**config.mk**
```make
export PLATFORM = sky130hd
export DESIGN_NAME = http_date_to_epoch
export DESIGN_NICKNAME = d
export VERILOG_FILES = /design/src/rtl/core/hde_pkg.sv /design/src/rtl/core/http_date_to_epoch.sv /design/src/rtl/core/hde_front.sv /design/src/rtl/core/hde_queue.sv /design/src/rtl/core/hde_back.sv
export VERILOG_INCLUDE_DIRS = /design/src /design/src/rtl/core
export SDC_FILE = /design/constraint.sdc
export NUM_CORES = 2
export LEC_CHECK = 0
export BUFFER_PORTS_ARGS = -buffer_cell sky130_fd_sc_hd__buf_2
export CAP_MARGIN = 20
export CORE_ASPECT_RATIO = 0.8
export CORE_UTILIZATION = 50
export CTS_CLUSTER_SIZE = 16
export DETAILED_ROUTE_END_ITERATION = 12
export GPL_ROUTABILITY_DRIVEN = 0
export HOLD_SLACK_MARGIN = 0.15
export PLACE_DENSITY = 0.67
export SYNTH_ARGS = -nofsm -noshare
export SYNTH_HDL_FRONTEND = slang
export SYNTH_SLANG_ARGS = --single-unit
```
**constraint.sdc**
```tcl
create_clock -name clk -period 8.1 [get_ports clk]
set_input_delay 0.81 -clock clk [delete_from_list [all_inputs] [get_ports clk]]
set_output_delay 0.81 -clock clk [all_outputs]
set_load 0.005 [all_outputs]
```
**src/rtl/core/http_date_to_epoch_assert.svh**
```systemverilog
// ---------------------------------------------------------------------------
// HTTP date to epoch: assertion macros
// Shared concurrent assertion forms for the date decoder modules.
// ---------------------------------------------------------------------------
`ifndef HTTP_DATE_TO_EPOCH_ASSERT_SVH
`define HTTP_DATE_TO_EPOCH_ASSERT_SVH

// Consequent must hold in the same cycle as the antecedent.
`define HDE_ASSERT_NOW(lbl, ante, cons, msg) \
	lbl: assert property (@(posedge clk) disable iff (!arst_n) (ante) |-> (cons)) \
		else $error(msg);

// Consequent must hold in the cycle after the antecedent.
`define HDE_ASSERT_NEXT(lbl, ante, cons, msg) \
	lbl: assert property (@(posedge clk) disable iff (!arst_n) (ante) |=> (cons)) \
		else $error(msg);

`endif

```
**src/rtl/core/hde_pkg.sv**
```systemverilog
// ---------------------------------------------------------------------------
// HTTP date to epoch: package
// Shared types, character constants and name tables of the date decoder.
// ---------------------------------------------------------------------------
package hde_pkg;

	localparam int unsigned QueueDepth = 2;

	localparam logic [4:0] DateLen = 5'd29;
	localparam logic [4:0] PosSat  = 5'd30;

	localparam logic [7:0] ChNul   = 8'h00;
	localparam logic [7:0] ChComma = 8'h2C;
	localparam logic [7:0] ChSpace = 8'h20;
	localparam logic [7:0] ChColon = 8'h3A;
	localparam logic [7:0] ChZero  = 8'h30;
	localparam logic [7:0] ChNine  = 8'h39;
	localparam logic [7:0] ChG     = 8'h47;
	localparam logic [7:0] ChM     = 8'h4D;
	localparam logic [7:0] ChT     = 8'h54;

	localparam logic [2:0] WdNone  = 3'd7;
	localparam logic [2:0] WdSat   = 3'd6;
	localparam logic [3:0] MonNone = 4'd0;
	localparam logic [3:0] MonFeb  = 4'd2;
	localparam logic [3:0] MonDec  = 4'd12;

	typedef struct packed {
		logic        len_ok;
		logic        fmt_err;
		logic [2:0]  wday;
		logic [3:0]  month;
		logic [6:0]  day;
		logic [13:0] year;
		logic [6:0]  hour;
		logic [6:0]  minute;
		logic [6:0]  second;
	} date_rec_t;

	function automatic logic [2:0] wday_lookup(input logic [15:0] prefix, input logic [7:0] c);
		logic [23:0] key;
		key = {prefix, c};
		unique case (key)
			"Sun":   return 3'd0;
			"Mon":   return 3'd1;
			"Tue":   return 3'd2;
			"Wed":   return 3'd3;
			"Thu":   return 3'd4;
			"Fri":   return 3'd5;
			"Sat":   return 3'd6;
			default: return WdNone;
		endcase
	endfunction

	function automatic logic [3:0] month_lookup(input logic [15:0] prefix, input logic [7:0] c);
		logic [23:0] key;
		key = {prefix, c};
		unique case (key)
			"Jan":   return 4'd1;
			"Feb":   return 4'd2;
			"Mar":   return 4'd3;
			"Apr":   return 4'd4;
			"May":   return 4'd5;
			"Jun":   return 4'd6;
			"Jul":   return 4'd7;
			"Aug":   return 4'd8;
			"Sep":   return 4'd9;
			"Oct":   return 4'd10;
			"Nov":   return 4'd11;
			"Dec":   return 4'd12;
			default: return MonNone;
		endcase
	endfunction

	function automatic logic [4:0] days_in_month(input logic [3:0] month, input logic leap);
		unique case (month)
			4'd2:    return leap ? 5'd29 : 5'd28;
			4'd4:    return 5'd30;
			4'd6:    return 5'd30;
			4'd9:    return 5'd30;
			4'd11:   return 5'd30;
			default: return 5'd31;
		endcase
	endfunction

	// Day of a year that starts on the first of March, at the first of each month.
	function automatic logic [8:0] doy_base(input logic [3:0] month);
		unique case (month)
			4'd1:    return 9'd306;
			4'd2:    return 9'd337;
			4'd4:    return 9'd31;
			4'd5:    return 9'd61;
			4'd6:    return 9'd92;
			4'd7:    return 9'd122;
			4'd8:    return 9'd153;
			4'd9:    return 9'd184;
			4'd10:   return 9'd214;
			4'd11:   return 9'd245;
			4'd12:   return 9'd275;
			default: return 9'd0;
		endcase
	endfunction

endpackage

```
**src/rtl/core/http_date_to_epoch.sv**
```systemverilog
// ---------------------------------------------------------------------------
// HTTP date to epoch
// Decodes an IMF-fixdate string, one character per transfer, into Unix time.
// ---------------------------------------------------------------------------
// Channel  Dir  tdata                    tuser       tlast
// s_*      in   [7:0] char_in            -           last character of the string
// m_*      out  [38:0] epoch_seconds     valid_res   -
//
// One character is taken every cycle in which s_tready is high.
// A result shows on m_tvalid once its record has passed the record queue and
// the six-stage conversion pipeline behind it.
// arst_n clears the parser state, the queue and all stage valid bits.
// A stall on m_tready fills the pipeline, then the queue, then drops s_tready.
module http_date_to_epoch #(
	parameter int unsigned QUEUE_DEPTH = hde_pkg::QueueDepth
) (
	input  logic        clk,
	input  logic        arst_n,
	input  logic        s_tvalid,
	output logic        s_tready,
	input  logic [7:0]  s_tdata,   // [7:0] char_in
	input  logic        s_tlast,
	output logic        m_tvalid,
	input  logic        m_tready,
	output logic [39:0] m_tdata,   // [38:0] epoch_seconds, [39] zero
	output logic        m_tuser    // [0] valid_res
);
	import hde_pkg::*;

	logic      q_full, q_push, q_pop, q_not_empty;
	date_rec_t q_in_rec, q_out_rec;

	hde_front u_front (
		.clk      (clk),
		.arst_n   (arst_n),
		.s_tvalid (s_tvalid),
		.s_tready (s_tready),
		.s_tdata  (s_tdata),
		.s_tlast  (s_tlast),
		.q_full   (q_full),
		.q_push   (q_push),
		.q_rec    (q_in_rec)
	);

	hde_queue #(
		.DEPTH (QUEUE_DEPTH)
	) u_queue (
		.clk       (clk),
		.arst_n    (arst_n),
		.push      (q_push),
		.push_rec  (q_in_rec),
		.full      (q_full),
		.pop       (q_pop),
		.pop_rec   (q_out_rec),
		.not_empty (q_not_empty)
	);

	hde_back u_back (
		.clk      (clk),
		.arst_n   (arst_n),
		.in_valid (q_not_empty),
		.in_rec   (q_out_rec),
		.in_pop   (q_pop),
		.m_tvalid (m_tvalid),
		.m_tready (m_tready),
		.m_tdata  (m_tdata),
		.m_tuser  (m_tuser)
	);

endmodule

```
**src/rtl/core/hde_front.sv**
```systemverilog
// ---------------------------------------------------------------------------
// HTTP date to epoch: character front end
// Checks each character against the fixed date layout and gathers fields.
// ---------------------------------------------------------------------------
module hde_front (
	input  logic              clk,
	input  logic              arst_n,
	input  logic              s_tvalid,
	output logic              s_tready,
	input  logic [7:0]        s_tdata,
	input  logic              s_tlast,
	input  logic              q_full,
	output logic              q_push,
	output hde_pkg::date_rec_t q_rec
);
	import hde_pkg::*;

	logic [4:0]  pos_q, pos_n;
	logic        nul_q, nul_n;
	logic        ferr_q, ferr_n;
	logic [2:0]  wday_q, wday_n;
	logic [3:0]  month_q, month_n;
	logic [6:0]  day_q, day_n;
	logic [13:0] year_q, year_n;
	logic [6:0]  hour_q, hour_n;
	logic [6:0]  min_q, min_n;
	logic [6:0]  sec_q, sec_n;
	logic [15:0] shift_q, shift_n;
	logic        is_digit;
	logic [3:0]  dval;
	logic        accept;

	function automatic logic [6:0] acc7(input logic [6:0] a, input logic [3:0] d);
		logic [10:0] t;
		t = 11'({a, 3'b000}) + 11'({a, 1'b0}) + 11'(d);
		return t[6:0];
	endfunction

	function automatic logic [13:0] acc14(input logic [13:0] a, input logic [3:0] d);
		logic [17:0] t;
		t = 18'({a, 3'b000}) + 18'({a, 1'b0}) + 18'(d);
		return t[13:0];
	endfunction

	assign s_tready = !q_full;
	assign accept   = s_tvalid && s_tready;
	assign q_push   = accept && s_tlast;
	assign is_digit = (s_tdata >= ChZero) && (s_tdata <= ChNine);
	assign dval     = 4'(s_tdata - ChZero);

	always_comb begin
		pos_n   = pos_q;
		nul_n   = nul_q;
		ferr_n  = ferr_q;
		wday_n  = wday_q;
		month_n = month_q;
		day_n   = day_q;
		year_n  = year_q;
		hour_n  = hour_q;
		min_n   = min_q;
		sec_n   = sec_q;
		shift_n = shift_q;
		if (!nul_q) begin
			if (s_tdata == ChNul) begin
				nul_n = 1'b1;
			end else begin
				unique case (pos_q)
					5'd0, 5'd1, 5'd8, 5'd9: shift_n = {shift_q[7:0], s_tdata};
					5'd2:  wday_n  = wday_lookup(shift_q, s_tdata);
					5'd10: month_n = month_lookup(shift_q, s_tdata);
					5'd3:  if (s_tdata != ChComma) ferr_n = 1'b1;
					5'd4, 5'd7, 5'd11, 5'd16, 5'd25: if (s_tdata != ChSpace) ferr_n = 1'b1;
					5'd19, 5'd22: if (s_tdata != ChColon) ferr_n = 1'b1;
					5'd26: if (s_tdata != ChG) ferr_n = 1'b1;
					5'd27: if (s_tdata != ChM) ferr_n = 1'b1;
					5'd28: if (s_tdata != ChT) ferr_n = 1'b1;
					5'd5, 5'd6: begin
						if (is_digit) day_n = acc7(day_q, dval);
						else ferr_n = 1'b1;
					end
					5'd12, 5'd13, 5'd14, 5'd15: begin
						if (is_digit) year_n = acc14(year_q, dval);
						else ferr_n = 1'b1;
					end
					5'd17, 5'd18: begin
						if (is_digit) hour_n = acc7(hour_q, dval);
						else ferr_n = 1'b1;
					end
					5'd20, 5'd21: begin
						if (is_digit) min_n = acc7(min_q, dval);
						else ferr_n = 1'b1;
					end
					5'd23, 5'd24: begin
						if (is_digit) sec_n = acc7(sec_q, dval);
						else ferr_n = 1'b1;
					end
					default: ;
				endcase
				if (pos_q < PosSat) pos_n = pos_q + 5'd1;
			end
		end
	end

	always_comb begin
		q_rec.len_ok  = (pos_n == DateLen);
		q_rec.fmt_err = ferr_n;
		q_rec.wday    = wday_n;
		q_rec.month   = month_n;
		q_rec.day     = day_n;
		q_rec.year    = year_n;
		q_rec.hour    = hour_n;
		q_rec.minute  = min_n;
		q_rec.second  = sec_n;
	end

	always_ff @(posedge clk or negedge arst_n) begin
		if (!arst_n) begin
			pos_q   <= '0;
			nul_q   <= 1'b0;
			ferr_q  <= 1'b0;
			wday_q  <= '0;
			month_q <= '0;
			day_q   <= '0;
			year_q  <= '0;
			hour_q  <= '0;
			min_q   <= '0;
			sec_q   <= '0;
			shift_q <= '0;
		end else if (accept) begin
			if (s_tlast) begin
				pos_q   <= '0;
				nul_q   <= 1'b0;
				ferr_q  <= 1'b0;
				wday_q  <= '0;
				month_q <= '0;
				day_q   <= '0;
				year_q  <= '0;
				hour_q  <= '0;
				min_q   <= '0;
				sec_q   <= '0;
				shift_q <= '0;
			end else begin
				pos_q   <= pos_n;
				nul_q   <= nul_n;
				ferr_q  <= ferr_n;
				wday_q  <= wday_n;
				month_q <= month_n;
				day_q   <= day_n;
				year_q  <= year_n;
				hour_q  <= hour_n;
				min_q   <= min_n;
				sec_q   <= sec_n;
				shift_q <= shift_n;
			end
		end
	end

endmodule

```
**src/rtl/core/hde_queue.sv**
```systemverilog
// ---------------------------------------------------------------------------
// HTTP date to epoch: record queue
// Small first-in first-out buffer of decoded date records.
// ---------------------------------------------------------------------------
module hde_queue #(
	parameter int unsigned DEPTH = hde_pkg::QueueDepth
) (
	input  logic               clk,
	input  logic               arst_n,
	input  logic               push,
	input  hde_pkg::date_rec_t push_rec,
	output logic               full,
	input  logic               pop,
	output hde_pkg::date_rec_t pop_rec,
	output logic               not_empty
);
	import hde_pkg::*;

	`include "http_date_to_epoch_assert.svh"

	localparam int unsigned PW = (DEPTH > 1) ? $clog2(DEPTH) : 1;
	localparam int unsigned CW = $clog2(DEPTH + 1);

	date_rec_t     slot_q [DEPTH];
	logic [PW-1:0] wr_ptr_q;
	logic [PW-1:0] rd_ptr_q;
	logic [CW-1:0] count_q;

	assign full      = (count_q == CW'(DEPTH));
	assign not_empty = (count_q != '0);
	assign pop_rec   = slot_q[rd_ptr_q];

	always_ff @(posedge clk) begin
		if (push) slot_q[wr_ptr_q] <= push_rec;
	end

	always_ff @(posedge clk or negedge arst_n) begin
		if (!arst_n) begin
			wr_ptr_q <= '0;
			rd_ptr_q <= '0;
			count_q  <= '0;
		end else begin
			if (push) begin
				wr_ptr_q <= (wr_ptr_q == PW'(DEPTH - 1)) ? '0 : wr_ptr_q + 1'b1;
			end
			if (pop) begin
				rd_ptr_q <= (rd_ptr_q == PW'(DEPTH - 1)) ? '0 : rd_ptr_q + 1'b1;
			end
			if (push && !pop) count_q <= count_q + 1'b1;
			else if (pop && !push) count_q <= count_q - 1'b1;
		end
	end

	`HDE_ASSERT_NOW(a_count_bound, 1'b1, count_q <= CW'(DEPTH), "queue count past depth")
	`HDE_ASSERT_NEXT(a_push_grows, push && !pop, count_q == $past(count_q) + 1'b1,
		"queue count did not grow on push")

endmodule

```
**src/rtl/core/hde_back.sv**
```systemverilog
// ---------------------------------------------------------------------------
// HTTP date to epoch: conversion pipeline
// Range checks, civil-to-days conversion, weekday check and seconds.
// ---------------------------------------------------------------------------
module hde_back (
	input  logic               clk,
	input  logic               arst_n,
	input  logic               in_valid,
	input  hde_pkg::date_rec_t in_rec,
	output logic               in_pop,
	output logic               m_tvalid,
	input  logic               m_tready,
	output logic [39:0]        m_tdata,
	output logic               m_tuser
);
	import hde_pkg::*;

	`include "http_date_to_epoch_assert.svh"

	localparam logic [13:0] YearMin     = 14'd1601;
	localparam logic [12:0] Recip400    = 13'd5243;
	localparam logic [12:0] Recip100    = 13'd5243;
	localparam logic [5:0]  Recip100Yoe = 6'd41;
	localparam logic [23:0] DaysEra     = 24'd146097;
	localparam logic signed [24:0] DaysShift = 25'sd719468;
	localparam logic [24:0] WdOffset    = 25'd140004;
	localparam logic signed [38:0] SecDay = 39'sd86400;

	logic en1, en2, en3, en4, en5, en6;

	// Stage 1
	logic        v_s1, ok_s1;
	logic [5:0]  era_s1;
	logic [13:0] y_s1, year_s1;
	logic [7:0]  q100_s1;
	logic [3:0]  month_s1;
	logic [6:0]  day_s1, hour_s1, min_s1, sec_s1;
	logic [8:0]  doy_s1;
	logic [2:0]  wday_s1;
	logic [13:0] y_c;
	logic [26:0] era_prod, q100_prod;
	logic        ok_c1;

	// Stage 2
	logic        v_s2, ok_s2;
	logic [5:0]  era_s2;
	logic [8:0]  yoe_s2, doy_s2;
	logic [6:0]  hour_s2, min_s2, sec_s2;
	logic [2:0]  wday_s2;
	logic [14:0] yoe_wide;
	logic [13:0] rem100_wide;
	logic [6:0]  rem100;
	logic        leap;

	// Stage 3
	logic        v_s3, ok_s3;
	logic [23:0] era146_s3;
	logic [17:0] yoe365_s3;
	logic [6:0]  yoe4_s3;
	logic [1:0]  yq_s3;
	logic [8:0]  doy_s3;
	logic [6:0]  hour_s3, min_s3, sec_s3;
	logic [2:0]  wday_s3;
	logic [13:0] yq_prod;

	// Stage 4
	logic               v_s4, ok_s4;
	logic signed [24:0] days_s4;
	logic [16:0]        tod_s4;
	logic [2:0]         wday_s4;
	logic [23:0]        doe_sum;

	// Stage 5
	logic               v_s5, ok_s5;
	logic signed [38:0] daysec_s5;
	logic [16:0]        tod_s5;
	logic [2:0]         wd_c;

	// Output register
	logic        v_out_q, ok_out_q;
	logic [38:0] epoch_q;

	function automatic logic [2:0] mod7(input logic [24:0] v);
		logic [26:0] w;
		logic [5:0]  s1;
		logic [3:0]  s2;
		logic [2:0]  r;
		w  = {2'b00, v};
		s1 = '0;
		for (int i = 0; i < 9; i++) s1 = s1 + 6'(w[3*i +: 3]);
		s2 = 4'(s1[5:3]) + 4'(s1[2:0]);
		r  = (s2 >= 4'd7) ? 3'(s2 - 4'd7) : s2[2:0];
		return (r == 3'd7) ? 3'd0 : r;
	endfunction

	assign en6    = !v_out_q || m_tready;
	assign en5    = !v_s5 || en6;
	assign en4    = !v_s4 || en5;
	assign en3    = !v_s3 || en4;
	assign en2    = !v_s2 || en3;
	assign en1    = !v_s1 || en2;
	assign in_pop = in_valid && en1;

	always_comb begin
		y_c       = in_rec.year - 14'((in_rec.month <= MonFeb) ? 1 : 0);
		era_prod  = 27'(y_c) * 27'(Recip400);
		q100_prod = 27'(in_rec.year) * 27'(Recip100);
		ok_c1 = in_rec.len_ok && !in_rec.fmt_err && (in_rec.wday <= WdSat) &&
			(in_rec.month != MonNone) && (in_rec.month <= MonDec) &&
			(in_rec.year >= YearMin) && (in_rec.hour <= 7'd23) &&
			(in_rec.minute <= 7'd59) && (in_rec.second <= 7'd59) && (in_rec.day != 7'd0);
	end

	always_comb begin
		yoe_wide    = 15'(y_s1) - 15'(era_s1) * 15'd400;
		rem100_wide = year_s1 - 14'(q100_s1) * 14'd100;
		rem100      = rem100_wide[6:0];
		leap = (year_s1[1:0] == 2'b00) && ((rem100 != 7'd0) || (q100_s1[1:0] == 2'b00));
	end

	assign yq_prod = 14'(yoe_s2) * 14'(Recip100Yoe);

	assign doe_sum = era146_s3 + 24'(yoe365_s3) + 24'(yoe4_s3) + 24'(doy_s3) - 24'(yq_s3);

	assign wd_c = mod7(25'(days_s4) + WdOffset);

	always_ff @(posedge clk or negedge arst_n) begin
		if (!arst_n) begin
			v_s1    <= 1'b0;
			v_s2    <= 1'b0;
			v_s3    <= 1'b0;
			v_s4    <= 1'b0;
			v_s5    <= 1'b0;
			v_out_q <= 1'b0;
		end else begin
			if (en1) v_s1 <= in_valid;
			if (en2) v_s2 <= v_s1;
			if (en3) v_s3 <= v_s2;
			if (en4) v_s4 <= v_s3;
			if (en5) v_s5 <= v_s4;
			if (en6) v_out_q <= v_s5;
		end
	end

	always_ff @(posedge clk) begin
		if (en1) begin
			ok_s1    <= ok_c1;
			era_s1   <= era_prod[26:21];
			y_s1     <= y_c;
			q100_s1  <= q100_prod[26:19];
			year_s1  <= in_rec.year;
			month_s1 <= in_rec.month;
			day_s1   <= in_rec.day;
			doy_s1   <= doy_base(in_rec.month) + 9'(in_rec.day) - 9'd1;
			hour_s1  <= in_rec.hour;
			min_s1   <= in_rec.minute;
			sec_s1   <= in_rec.second;
			wday_s1  <= in_rec.wday;
		end
		if (en2) begin
			ok_s2   <= ok_s1 && (day_s1 <= 7'(days_in_month(month_s1, leap)));
			era_s2  <= era_s1;
			yoe_s2  <= yoe_wide[8:0];
			doy_s2  <= doy_s1;
			hour_s2 <= hour_s1;
			min_s2  <= min_s1;
			sec_s2  <= sec_s1;
			wday_s2 <= wday_s1;
		end
		if (en3) begin
			ok_s3     <= ok_s2;
			era146_s3 <= 24'(era_s2) * DaysEra;
			yoe365_s3 <= 18'(yoe_s2) * 18'd365;
			yoe4_s3   <= yoe_s2[8:2];
			yq_s3     <= yq_prod[13:12];
			doy_s3    <= doy_s2;
			hour_s3   <= hour_s2;
			min_s3    <= min_s2;
			sec_s3    <= sec_s2;
			wday_s3   <= wday_s2;
		end
		if (en4) begin
			ok_s4   <= ok_s3;
			days_s4 <= $signed({1'b0, doe_sum}) - DaysShift;
			tod_s4  <= 17'(hour_s3) * 17'd3600 + 17'(min_s3) * 17'd60 + 17'(sec_s3);
			wday_s4 <= wday_s3;
		end
		if (en5) begin
			ok_s5     <= ok_s4 && (wd_c == wday_s4);
			daysec_s5 <= 39'(days_s4) * SecDay;
			tod_s5    <= tod_s4;
		end
		if (en6) begin
			ok_out_q <= ok_s5;
			epoch_q  <= ok_s5 ? 39'(daysec_s5) + 39'(tod_s5) : '0;
		end
	end

	assign m_tvalid = v_out_q;
	assign m_tuser  = ok_out_q;
	assign m_tdata  = {1'b0, epoch_q};

	`HDE_ASSERT_NOW(a_invalid_zero, v_out_q && !ok_out_q, epoch_q == '0,
		"invalid result carries nonzero seconds")
	`HDE_ASSERT_NEXT(a_stage_hold, v_s5 && !en5, v_s5,
		"stalled conversion stage lost its item")

endmodule
```
==> key figures <==
Clock tree
  – Worst skew pair latency: between 0.6 and 0.7 ns
  – Clock Tree Buf Depth: 3
  – H-tree depth: 2
  – Root buffer cell: clkbuf_16
  – Number of CTS-inserted buffers: 55
  – CTS clk-pin slew, worst paths: roughly 0.06 ns
  – Clock sink count: 526
  – TritonCTS clock tree: yes

Critical path
  – CP Capture Type: flop
  – Internal reg-to-reg setup slack: 0.49 ns
  – R2R depth: 28
  – Setup Crit Path Kind: reg -> reg
  – Max stage delay on crit path: approximately 0.53 ns
  – Critical path's slowest cell: fa_1
  – Bufs and invs on worst path: 6
  – Crit path max-delay family: adder cells
  – Worst-path maximum fanout: 7
  – Reg-to-Reg End: u_back.era_s1[3]
  – WP data arrival: 7.98 ns
  – Startpoint Class: flop
  – Worst R2R Start: u_queue.rd_ptr_q
  – Worst EP required: around 8.5 ns
  – CP dominant cell by count: inv_1

Cells and area
  – Area growth syn-to-layout: 8.84%
  – Most frequent cells in the layout: inv_1, ha_1, edfxtp_1
  – Most common cell after layout, fill and taps aside: inv_1
  – Ant. Diodes: 0
  – Fill cell count: 7,243
  – Final cell utilization of the core: 55.0%
  – Share of layout cells above drive strength 1: 7.38%
  – Post-Layout Inst Area: between 40,000 and 50,000 um2
  – Nets: about 4,900

Drt
  – Residual DRC: 12
  – DR vias/cell: about 5.2
  – Final WL: around 78,000 um
  – DR iter-0 viols: ~1,300
  – Antenna Nets Post-Route: 0
  – DR pass1 iterations: 9
  – Via count: roughly 26,000
  – WL/cell: approximately 15 um

Synth
  – Post-synth EDFFs: between 400 and 500
  – Mapped Area: 42,500 um2
  – Syn_nets: 4,749
  – Netlist cell types: 83
  – Post-Syn Instances: approximately 3,800
  – Syn_area_per_cell: 11.3 um2
  – FFs w/ async S/R, synth: ~16%
  – Sequential share of the synthesized area: between 30% and 40%
  – Syn. warnings: 0
  – Ys flop type: edfxtp_1
  – Yosys reg bits: roughly 530

Timing
  – TNS Setup: 0 ns
  – Fmax: approximately 0.13 GHz
  – Final Hold Fails: 0
  – Unrepaired setup endpoints after global routing: false
  – # setup viols final: 0
  – Max-slew headroom: 34.0%
  – Final Skew: between 0.02 and 0.03 ns
  – Worst slew pin tran: about 1 ns
  – Final Cycle Share: a little over nine tenths
  – Fin crit period: 7.61 ns
  – Final WS setup: roughly 0.49 ns
  – Max-slew violations: 0

Floorplanning
  – Core area: between 80,000 and 90,000 um2
  – Num ports: 56
  – Height of the die: 263 um
  – Initial Utilization: 50.5%
  – Core Rows: 95
  – Die ar.: about 86,000 um2
  – Chip width: roughly 330 um

Status
  – Status: finished, violations left
  – Violated checks: DRC

Min path
  – Hold Startpoint: u_back.doy_s2[7]
  – Hold path depth: 0
  – Worst Hold Class: reg -> reg
  – Hold worst-path end: u_back.doy_s3[7]

Placement
  – DP Worst Slack: approximately 0.25 ns
  – Placed instance area: 44,400 um2
  – Hpwl dp: 60,900 um
  – Port bufs: 54

Global routing
  – Largest net degree at the start of global routing: 72
  – Number of global-route vias before repair: 26,100
  – Initial antenna violation count: 1
  – Total gr overflow: 0
  – First-pass GRT wire length: ~130,000 um
  – Overall Global Routing Usage: between 10% and 20%

Run
  – Number of max-cap violations: 0
-- routing by layer --
metal / global-route usage, % / vias up / share of wire (%)
met3: 2.62 / 89 / 3.7
li1: - / 13100 / -
met4: 4.21 / 0 / 1.8
met5: 0 / - / 0
met2: 29.6 / 362 / 45
met1: 26.6 / 12500 / 49
-- cells in the mapped netlist, drive strengths merged (10+ instances only) --
cell type    n  area (um2)
nor2       114         428
a22o        48         420
xnor2      168        1470
nand4       22         138
nand2      136         510
a21boi      18         135
nor3        42         210
nand3       58         290
dfrtp       82        2050
or4         10        75.1
nor4        14        87.6
nor2b       31         194
and3        18         113
o211ai      14         105
a21oi      141         709
o21ai      121         609
o21bai      20         150
a31oi       13         118
inv        759        2850
a21o        66         495
o31ai       11        82.6
and2        30         188
a22oi       13        97.6
mux2i       24         240
edfxtp     444       13300
or3         19         129
clkbuf      47         176
mux2        50         563
fa         298        5970
nand2b      25         156
ha         672        8410
o21a        22         165
xor2        77         682
a211oi      18         135
-- worst max-delay path by stage --
stage                           startpoint               end  slack [ns]  cells after the start
after detailed placement  u_queue.rd_ptr_q  u_back.era_s1[3]        0.25                     28
after CTS                 u_queue.rd_ptr_q  u_back.era_s1[3]        0.19                     28
final                     u_queue.rd_ptr_q  u_back.era_s1[3]        0.49                     28
after floorplan           u_queue.rd_ptr_q  u_back.era_s1[3]        0.06                     30
after global routing      u_queue.rd_ptr_q  u_back.era_s1[3]       0.006                     28
after global placement    u_queue.rd_ptr_q  u_back.era_s1[3]        0.52                     28
-- through the flow --
step                cells  hold slack (ns)
global placement     4921            0.401
floorplan            3766            0.400
finish               5031            0.411
global route         5031            0.417
detailed placement   4921            0.405
CTS                  5026            0.412
-- cell type report --
class,instances,area [um2],area share [%]
well taps,1115,1400,3.01
repair buffers,102,643,1.39
flip-flops and latches,526,15400,33.2
inverters,760,2850,6.17
clock buffers,64,1440,3.11
multi-input cells,2424,24200,52.2
clock inverters,40,419,0.906
-- logic make-up after synthesis --
logic type | after synthesis | share of synthesized area, %
AOI/OAI and AO/OA | 574 | 9.15
xor gates and xnor gates | 245 | 5.06
adders and majority gates | 970 | 33.8
buffers and inverters | 816 | 7.23
DFF | 526 | 36.2
muxes | 74 | 1.89
other | 1 | 0.00882
and+or+nand+nor | 560 | 6.69
-- flip-flops by register name, indices dropped and copies added (netlist names), 9 cells and up --
signal,cells
u_back.doy_s1,9
u_back.yoe_s2,9
u_front.year_q,14
u_back.tod_s5,17
u_queue.slot_q,102
u_back.daysec_s5,32
u_back.doy_s3,9
u_front.shift_q,16
u_back.doy_s2,9
u_back.tod_s4,17
u_back.era146_s3,24
u_back.epoch_q,39
u_back.days_s4,25
u_back.y_s1,9
u_back.yoe365_s3,18
-- what timing repair did --
| item | CTS | global route |
|---|---|---|
| setup buffers | 0 | 2 |
| resized for setup | 0 | 7 |
| hold buffers | 1 | 0 |
| setup endpoints to repair | 0 | 7 |
| hold endpoints to repair | 15 | 0 |
Power is not shown: default switching activity piles up to over one toggle a cycle in this logic, so the estimate is an artifact.
